<file path="config.mk">
export PLATFORM = sky130hd
export DESIGN_NAME = dot_or_abs_sum_reducer_core
export DESIGN_NICKNAME = d
export VERILOG_FILES = /design/src/design/dosr_pkg.sv /design/src/design/dosr_front.sv /design/src/design/dosr_queue.sv /design/src/design/dosr_back.sv /design/src/design/dot_or_abs_sum_reducer_core.sv
export SDC_FILE = /design/constraint.sdc
export NUM_CORES = 1
export LEC_CHECK = 0
export BUFFER_PORTS_ARGS = -buffer_cell sky130_fd_sc_hd__buf_2
export CORE_MARGIN = 1
export CORE_UTILIZATION = 65
export CTS_BUF_LIST = sky130_fd_sc_hd__clkbuf_2 sky130_fd_sc_hd__clkbuf_4 sky130_fd_sc_hd__clkbuf_8
export DETAILED_ROUTE_END_ITERATION = 10
export GPL_TIMING_DRIVEN = 0
export MAX_ROUTING_LAYER = met4
export PLACE_DENSITY = 0.92
export SLEW_MARGIN = 20
export SYNTH_ARGS = -nofsm -noshare
export SYNTH_HDL_FRONTEND = slang
export SYNTH_SLANG_ARGS = --single-unit
</file>
<file path="constraint.sdc">
create_clock -name clk -period 9.3 [get_ports clk]
set_input_delay 1.86 -clock clk [delete_from_list [all_inputs] [get_ports clk]]
set_output_delay 1.86 -clock clk [all_outputs]
set_load 0.01 [all_outputs]
</file>
<file path="src/design/dosr_pkg.sv">
// Shared constants and types for the dot-product / absolute-sum reducer.
package dosr_pkg;

  localparam logic MODE_DOT = 1'b0;
  localparam logic MODE_ABS = 1'b1;

  localparam int QUEUE_DEPTH = 4;
  localparam int QPTR_W      = 2;
  localparam int QCNT_W      = 3;

  typedef struct packed {
    logic full;
    logic empty;
  } q_status_t;

endpackage

</file>
<file path="src/design/dosr_front.sv">
// Front end: accepts element pairs and forms the term to be accumulated.
module dosr_front import dosr_pkg::*; #(
  parameter int ELEMENT_WIDTH = 16
) (
  input  logic                         clk,
  input  logic                         rst_n,
  input  logic                         mode,
  input  logic                         in_valid,
  output logic                         in_stall,
  input  logic [ELEMENT_WIDTH-1:0]     in_x_value,
  input  logic [ELEMENT_WIDTH-1:0]     in_y_value,
  input  logic                         in_last,
  input  q_status_t                    q_status,
  output logic                         push,
  output logic [2*ELEMENT_WIDTH:0]     push_data
);

  localparam int TW = 2 * ELEMENT_WIDTH;

  logic signed [TW-1:0] prod;
  logic signed [TW-1:0] x_ext;
  logic signed [TW-1:0] abs_x;
  logic        [TW-1:0] term;
  logic                 last_seen_r;
  logic                 last_seen_nxt;

  assign prod  = $signed(in_x_value) * $signed(in_y_value);
  assign x_ext = {{(TW-ELEMENT_WIDTH){in_x_value[ELEMENT_WIDTH-1]}}, in_x_value};
  assign abs_x = in_x_value[ELEMENT_WIDTH-1] ? -x_ext : x_ext;

  always_comb begin
    case (mode)
      MODE_ABS: term = abs_x;
      MODE_DOT: term = prod;
      default:  term = prod;
    endcase
  end

  assign in_stall  = q_status.full;
  assign push      = in_valid && !q_status.full;
  assign push_data = {in_last, term};

  // Tracks whether the most recent transfer closed a vector.
  assign last_seen_nxt = push ? in_last : last_seen_r;

  always_ff @(posedge clk) begin
    if (!rst_n) begin
      last_seen_r <= 1'b1;
    end else begin
      last_seen_r <= last_seen_nxt;
    end
  end

  // A transfer is never taken while the queue reports full.
  assert property (@(posedge clk) disable iff (!rst_n) q_status.full |-> !push)
    else $error("Transfer accepted into a full queue.");
  // After a transfer the tracked flag matches the last bit of that transfer.
  assert property (@(posedge clk) disable iff (!rst_n)
    push |=> last_seen_r == $past(in_last))
    else $error("Vector boundary tracking lost.");

endmodule

</file>
<file path="src/design/dosr_queue.sv">
// Small register queue that decouples term generation from accumulation.
module dosr_queue import dosr_pkg::*; #(
  parameter int DATA_WIDTH = 33
) (
  input  logic                  clk,
  input  logic                  rst_n,
  input  logic                  push,
  input  logic [DATA_WIDTH-1:0] push_data,
  input  logic                  pop,
  output logic [DATA_WIDTH-1:0] head_data,
  output q_status_t             status
);

  logic [DATA_WIDTH-1:0] mem [QUEUE_DEPTH];
  logic [QPTR_W-1:0]     wr_ptr_r;
  logic [QPTR_W-1:0]     wr_ptr_nxt;
  logic [QPTR_W-1:0]     rd_ptr_r;
  logic [QPTR_W-1:0]     rd_ptr_nxt;
  logic [QCNT_W-1:0]     count_r;
  logic [QCNT_W-1:0]     count_nxt;

  assign status.full  = (count_r == QCNT_W'(QUEUE_DEPTH));
  assign status.empty = (count_r == '0);
  assign head_data    = mem[rd_ptr_r];

  assign wr_ptr_nxt = push ? wr_ptr_r + 1'b1 : wr_ptr_r;
  assign rd_ptr_nxt = pop  ? rd_ptr_r + 1'b1 : rd_ptr_r;

  always_comb begin
    count_nxt = count_r;
    if (push && !pop) begin
      count_nxt = count_r + 1'b1;
    end else if (pop && !push) begin
      count_nxt = count_r - 1'b1;
    end
  end

  always_ff @(posedge clk) begin
    if (push) begin
      mem[wr_ptr_r] <= push_data;
    end
  end

  always_ff @(posedge clk) begin
    if (!rst_n) begin
      wr_ptr_r <= '0;
      rd_ptr_r <= '0;
      count_r  <= '0;
    end else begin
      wr_ptr_r <= wr_ptr_nxt;
      rd_ptr_r <= rd_ptr_nxt;
      count_r  <= count_nxt;
    end
  end

  assert property (@(posedge clk) disable iff (!rst_n) count_r <= QCNT_W'(QUEUE_DEPTH))
    else $error("Queue occupancy exceeds its depth.");
  assert property (@(posedge clk) disable iff (!rst_n) !(pop && status.empty))
    else $error("Queue popped while empty.");

endmodule

</file>
<file path="src/design/dosr_back.sv">
// Back end: saturating accumulator and result output register.
module dosr_back import dosr_pkg::*; #(
  parameter int ELEMENT_WIDTH = 16,
  parameter int SUM_WIDTH     = 48
) (
  input  logic                   clk,
  input  logic                   rst_n,
  input  logic [2*ELEMENT_WIDTH:0] head_data,
  input  q_status_t              q_status,
  output logic                   pop,
  output logic                   out_valid,
  input  logic                   out_stall,
  output logic [SUM_WIDTH-1:0]   out_total,
  output logic                   out_saturated
);

  localparam int TW = 2 * ELEMENT_WIDTH;
  localparam int AW = ((SUM_WIDTH > TW) ? SUM_WIDTH : TW) + 1;

  logic                 q_last;
  logic [TW-1:0]        q_term;
  logic [AW-1:0]        sum_wide;
  logic                 ovf;
  logic [SUM_WIDTH-1:0] sum_sat;
  logic [SUM_WIDTH-1:0] acc_r;
  logic [SUM_WIDTH-1:0] acc_nxt;
  logic                 clip_r;
  logic                 clip_nxt;
  logic                 out_valid_r;
  logic                 out_valid_nxt;
  logic [SUM_WIDTH-1:0] out_total_r;
  logic                 out_sat_r;

  assign q_last = head_data[TW];
  assign q_term = head_data[TW-1:0];

  assign sum_wide = {{(AW-SUM_WIDTH){acc_r[SUM_WIDTH-1]}}, acc_r}
                  + {{(AW-TW){q_term[TW-1]}}, q_term};

  assign ovf = !((&sum_wide[AW-1:SUM_WIDTH-1]) || !(|sum_wide[AW-1:SUM_WIDTH-1]));

  always_comb begin
    if (!ovf) begin
      sum_sat = sum_wide[SUM_WIDTH-1:0];
    end else if (sum_wide[AW-1]) begin
      sum_sat = {1'b1, {(SUM_WIDTH-1){1'b0}}};
    end else begin
      sum_sat = {1'b0, {(SUM_WIDTH-1){1'b1}}};
    end
  end

  assign pop = !q_status.empty && (!q_last || !out_valid_r || !out_stall);

  always_comb begin
    acc_nxt       = acc_r;
    clip_nxt      = clip_r;
    out_valid_nxt = out_valid_r && out_stall;
    if (pop) begin
      if (q_last) begin
        acc_nxt       = '0;
        clip_nxt      = 1'b0;
        out_valid_nxt = 1'b1;
      end else begin
        acc_nxt  = sum_sat;
        clip_nxt = clip_r || ovf;
      end
    end
  end

  always_ff @(posedge clk) begin
    if (!rst_n) begin
      acc_r       <= '0;
      clip_r      <= 1'b0;
      out_valid_r <= 1'b0;
    end else begin
      acc_r       <= acc_nxt;
      clip_r      <= clip_nxt;
      out_valid_r <= out_valid_nxt;
    end
  end

  always_ff @(posedge clk) begin
    if (pop && q_last) begin
      out_total_r <= sum_sat;
      out_sat_r   <= clip_r || ovf;
    end
  end

  assign out_valid     = out_valid_r;
  assign out_total     = out_total_r;
  assign out_saturated = out_sat_r;

  assert property (@(posedge clk) disable iff (!rst_n)
    (pop && q_last) |=> (out_valid_r && acc_r == '0 && !clip_r))
    else $error("Closing a vector did not present a result and clear the sum.");
  assert property (@(posedge clk) disable iff (!rst_n)
    (out_valid_r && out_stall && q_last) |-> !pop)
    else $error("A held result would be overwritten.");

endmodule

</file>
<file path="src/design/dot_or_abs_sum_reducer_core.sv">
// Top level of the streaming dot-product / absolute-sum reducer.
//
//   Channel | Direction | Handshake              | Payload
//   in      | input     | in_valid / in_stall    | in_x_value, in_y_value, in_last
//   out     | output    | out_valid / out_stall  | out_total, out_saturated
//   cfg     | input     | cfg_wr_en              | cfg_wr_data (reduce mode)
//
// One element pair is taken per cycle while the queue is not full; in_stall mirrors full.
// A transfer on the input reaches the accumulator through the queue, and the result
// of a vector appears on the output the cycle after its last pair is accumulated.
// Reset clears the mode to dot product, the running sum, the clip flag and the queue.
// A stalled output only holds back the next last pair; pairs ahead of it keep accumulating.
module dot_or_abs_sum_reducer_core import dosr_pkg::*; #(
  parameter int ELEMENT_WIDTH = 16,
  parameter int SUM_WIDTH     = 48
) (
  input  logic                     clk,
  input  logic                     rst_n,
  input  logic                     cfg_wr_en,
  input  logic                     cfg_wr_data,
  input  logic                     in_valid,
  output logic                     in_stall,
  input  logic [ELEMENT_WIDTH-1:0] in_x_value,
  input  logic [ELEMENT_WIDTH-1:0] in_y_value,
  input  logic                     in_last,
  output logic                     out_valid,
  input  logic                     out_stall,
  output logic [SUM_WIDTH-1:0]     out_total,
  output logic                     out_saturated
);

  localparam int DW = 2 * ELEMENT_WIDTH + 1;

  logic          mode_r;
  logic          mode_nxt;
  logic          push;
  logic [DW-1:0] push_data;
  logic          pop;
  logic [DW-1:0] head_data;
  q_status_t     q_status;

  assign mode_nxt = cfg_wr_en ? cfg_wr_data : mode_r;

  always_ff @(posedge clk) begin
    if (!rst_n) begin
      mode_r <= MODE_DOT;
    end else begin
      mode_r <= mode_nxt;
    end
  end

  dosr_front #(
    .ELEMENT_WIDTH (ELEMENT_WIDTH)
  ) u_front (
    .clk        (clk),
    .rst_n      (rst_n),
    .mode       (mode_r),
    .in_valid   (in_valid),
    .in_stall   (in_stall),
    .in_x_value (in_x_value),
    .in_y_value (in_y_value),
    .in_last    (in_last),
    .q_status   (q_status),
    .push       (push),
    .push_data  (push_data)
  );

  dosr_queue #(
    .DATA_WIDTH (DW)
  ) u_queue (
    .clk       (clk),
    .rst_n     (rst_n),
    .push      (push),
    .push_data (push_data),
    .pop       (pop),
    .head_data (head_data),
    .status    (q_status)
  );

  dosr_back #(
    .ELEMENT_WIDTH (ELEMENT_WIDTH),
    .SUM_WIDTH     (SUM_WIDTH)
  ) u_back (
    .clk           (clk),
    .rst_n         (rst_n),
    .head_data     (head_data),
    .q_status      (q_status),
    .pop           (pop),
    .out_valid     (out_valid),
    .out_stall     (out_stall),
    .out_total     (out_total),
    .out_saturated (out_saturated)
  );

endmodule
</file>
==> insert_results.sql <==
INSERT INTO impl_metrics (metric_group, metric, value, unit) VALUES
('run_status', 'run_status', 'complete, no violations', ''),
('route', 'remaining_drc_errors', '0', ''),
('clock_tree', 'cts.reportedPaths.clkPinSlew', '0.06', 'ns'),
('route', 'dr_total_vias', '15990', ''),
('route', 'routed_wire_length_per_instance', '19.34', 'µm'),
('die', 'chipHeight', '185.2', 'µm'),
('clock_tree', 'clockRootBuffer', 'clkbuf_8', ''),
('grt', 'grt_use_total', '33.03', '%'),
('place', 'gp_routability_congestion', '0.9560', ''),
('logic_synthesis', 'synth_enable_flop_cells', '181', ''),
('final_layout', 'multi_input_area', '0.01358', 'mm²'),
('setup_path', 'critical-path-max-stage-delay', '0.90', 'ns'),
('final_layout', 'final_core_util', '72.15', '%'),
('logic_synthesis', 'synth.area.top_cells', 'edfxtp_1 25%, fa_1 24%, ha_1 7.8%', ''),
('setup_path', 'r2r_end', 'u_back.out_total[46]$_DFFE_PP_', ''),
('die', 'floorplan.rows', '66', ''),
('logic_synthesis', 'netlist.area_leader.share', '24.92', '%'),
('place', 'hpwlAfterDp', '42190', 'µm'),
('route', 'remaining_number_of_nets_flagged_by_the_antenna_check_after_routing', '0', ''),
('sta', 'maxSlewHeadroom', '41.05', '%'),
('clock_tree', 'cts_tree', 'yes', ''),
('setup_path', 'endpoint_kind', 'flop', ''),
('logic_synthesis', 'yosysWarningCount', '0', ''),
('setup_path', 'critical_path_peak_fanout', '10', ''),
('sta', 'grt_setup_unrepaired', 'false', ''),
('logic_synthesis', 'seq_area_frac_synth', '30.43', '%'),
('hold_path', 'hold_start', 'u_back.acc_r[36]$_SDFFE_PN0P_', ''),
('clock_tree', 'clock-sinks', '241', ''),
('sta', 'worst_clock_skew', '0.01511', 'ns'),
('route', 'dr.pass1.iters', '6', ''),
('grt', 'grt.overflow.total', '0', ''),
('sta', 'finalMaxSlewViolations', '0', ''),
('grt', 'antenna_found_initial', '0', ''),
('sta', 'timing.fmax', '0.1130', 'GHz'),
('route', 'initialDrtViolationCount', '1220', ''),
('logic_synthesis', 'syn-cell-area', '0.02181', 'mm²'),
('clock_tree', 'worstSkewPairLatency', '0.52', 'ns'),
('hold_path', 'holdPathStages', '2', ''),
('sta', 'max_slew.worst_pin.slew', '0.8843', 'ns'),
('hold_path', 'min_delay_worst_endpoint', 'u_back.acc_r[36]$_SDFFE_PN0P_', ''),
('logic_synthesis', 'synthArstFlopShare', '0', '%'),
('grt', 'grt_max_degree', '41', ''),
('sta', 'layout_min_cycle_time', '8.852', 'ns'),
('route', 'post_drt_via_cell_ratio', '5.908', ''),
('die', 'io_pins', '90', ''),
('final_layout', 'number_of_inserted_filler_cells_in_the_final_layout', '2291', ''),
('setup_path', 'worst_path_most_repeated_cell', 'fa_1', ''),
('die', 'design.die.area', '0.03429', 'mm²'),
('sta', 'hold_violations', '0', ''),
('setup_path', 'critical_path.startpoint_type', 'input pin', ''),
('setup_path', 'ff2ff_path_depth', '16', ''),
('final_layout', 'design.final.nets', '2677', ''),
('logic_synthesis', 'synthesis.instances', '2114', ''),
('sta', 'setup_viol', '0', ''),
('job', 'timing.max_cap.violations', '0', ''),
('logic_synthesis', 'synth_cell_type_count', '69', ''),
('final_layout', 'final-seq-area', '0.006636', 'mm²'),
('final_layout', 'num_antenna_cells', '0', ''),
('setup_path', 'critical_path.slowest_cell', 'fa_1', ''),
('clock_tree', 'max-clock-path-buffers', '3', ''),
('logic_synthesis', 'synth_area_leader_cell', 'edfxtp_1', ''),
('sta', 'min_period_over_period', '95.19', '%'),
('die', 'die-width', '185.2', 'µm'),
('logic_synthesis', 'synth-main-ff-cell', 'edfxtp_1', ''),
('setup_path', 'crit_chain', 'buf_2 -> clkbuf_1 -> clkbuf_2 -> buf_1 -> nand2_1 -> inv_1 -> fa_1 -> fa_1 -> fa_1 -> fa_1 -> fa_1 -> inv_1 -> fa_1 -> inv_1 -> ha_1 -> and3_1 -> nand4_1 -> o22ai_1 -> o211ai_1 -> a21oi_1 -> a211oi_1 -> xnor2_1 -> nor2_1', ''),
('setup_path', 'rrSetupSlack', '3.62', 'ns'),
('clock_tree', 'cts-buffers-inserted', '35', ''),
('clock_tree', 'clock_tree.htree_level_count', '2', ''),
('setup_path', 'worst-setup-path-type', 'input pin to flop', ''),
('die', 'design.core.area', '0.03278', 'mm²'),
('route', 'drt-total-wl', '52340', 'µm');
-- cell usage after synthesis, drive strengths merged, types with 8 or more instances --
master,n
nand4,9
clkbuf,80
nand3,14
a221o,9
nand2,213
o21bai,12
xnor2,56
dfxtp,60
a21o,39
maj3,10
xor2,38
and3,12
nor2b,15
mux4,33
a211oi,9
fa,264
a21oi,98
ha,136
a22o,8
edfxtp,181
nor3,23
o211ai,13
a31oi,10
o21ai,93
and2,138
nand2b,12
inv,325
buf,14
nor2,124
-- area by class of cell --
cell class,instances,area share (%)
buffer,94,1.582
clock buffer,42,2.338
clock inverter,22,0.9098
inverter,325,5.157
multi-input combinational,1454,57.43
sequential,241,28.06
tap,442,2.338
timing repair buffer,87,2.190
-- flip-flops by register name, indices dropped and copies added (netlist names), named ones only --
signal	flops
u_back.clip_r	1
u_queue.mem	132
u_back.out_saturated	1
u_back.out_valid	1
mode_r	1
u_queue.count_r	3
u_back.out_total	48
u_queue.rd_ptr_r	2
u_queue.wr_ptr_r	2
u_back.acc_r	48
-- how the worst max path moves through the flow --
stage	startpoint	endpoint	slack [ns]	cells past startpoint
6_report	in_x_value[15]	u_queue.mem[1][31]$_DFFE_PP_	0.45	23
5_1_grt	in_x_value[15]	u_queue.mem[1][31]$_DFFE_PP_	0.11	23
4_1_cts	in_x_value[15]	u_queue.mem[0][31]$_DFFE_PP_	0.29	23
3_5_place_dp	in_x_value[15]	u_queue.mem[3][31]$_DFFE_PP_	-0.27	23
3_3_place_gp	in_x_value[15]	u_queue.mem[0][31]$_DFFE_PP_	-0.14	23
2_1_floorplan	in_x_value[15]	u_queue.mem[0][31]$_DFFE_PP_	1.07	24
-- timing repair --
action | 4_1_cts | 5_1_grt
endpoints found under the setup margin | 0 | 12
buffers inserted | 0 | 0
gates resized for setup | 0 | 2
-- metal layers --
| layer | track usage [%] | part of all wire (%) | vias up |
|---|---|---|---|
| met3 | 3.618 | 6.8 | 182 |
| met2 | 58.57 | 51 | 734 |
| met4 | 13.49 | 4.2 | 0 |
| li1 | - | - | 7210 |
| met1 | 38.26 | 38 | 7868 |
| met5 | - | 0 | - |
-- logic make-up (layout without fill, tap and decap cells) --
| group | after synthesis | in the layout | share of synthesized area, % |
|---|---|---|---|
| DFF | 241 | 241 | 30.43 |
| adders and majority gates | 410 | 410 | 32.50 |
| AOI/OAI and AO/OA | 329 | 329 | 9.553 |
| muxes | 38 | 38 | 3.637 |
| xor gates and xnor gates | 94 | 94 | 3.775 |
| buffers and inverters | 419 | 570 | 7.304 |
| and+or+nand+nor | 583 | 583 | 12.81 |
-- through the flow --
stage	hold slack [ns]	TNS (ns)	cells	area (µm²)	worst slack (ns)
after detailed placement	0.4509	-1.942	2643	22880	-0.2684
after floorplan	0.4310	0	2114	21810	1.071
after global routing	0.4683	0	2707	23650	0.1147
final	0.4649	0	2707	23650	0.4475
after global placement	0.4408	-0.5404	2638	22770	-0.1351
after CTS	0.4633	0	2707	23650	0.2909
-- critical path, delay by kind of cell --
kind            cells  cell delay, ns
buf+inv             7            1.54
xor+xnor            1            0.23
simple gates        4            0.74
fa+ha+maj           7            3.82
compound gates      4            0.88
-- layout by cell type (no fill, tap or decap), types with 9 or more instances in the layout --
| cell | count |
|---|---|
| nand2b_1 | 12 |
| clkbuf_8 | 38 |
| nand2_1 | 213 |
| nand4_1 | 9 |
| a31oi_1 | 9 |
| a221o_1 | 9 |
| a21o_1 | 39 |
| mux4_2 | 33 |
| o21ai_0 | 76 |
| nor2_1 | 122 |
| nor3_1 | 23 |
| ha_1 | 136 |
| o21ai_1 | 15 |
| xor2_1 | 38 |
| clkinv_1 | 9 |
| fa_1 | 264 |
| maj3_1 | 10 |
| nand3_1 | 14 |
| xnor2_1 | 56 |
| inv_1 | 323 |
| nor2b_1 | 15 |
| and2_1 | 134 |
| clkbuf_1 | 79 |
| o21bai_1 | 12 |
| dfxtp_1 | 60 |
| o211ai_1 | 13 |
| edfxtp_1 | 181 |
| buf_2 | 89 |
| and3_1 | 12 |
| a21oi_1 | 98 |
Power is left out: the tool's default activity adds up to more than one toggle a clock period on the data nets, which glitch-free logic cannot reach.
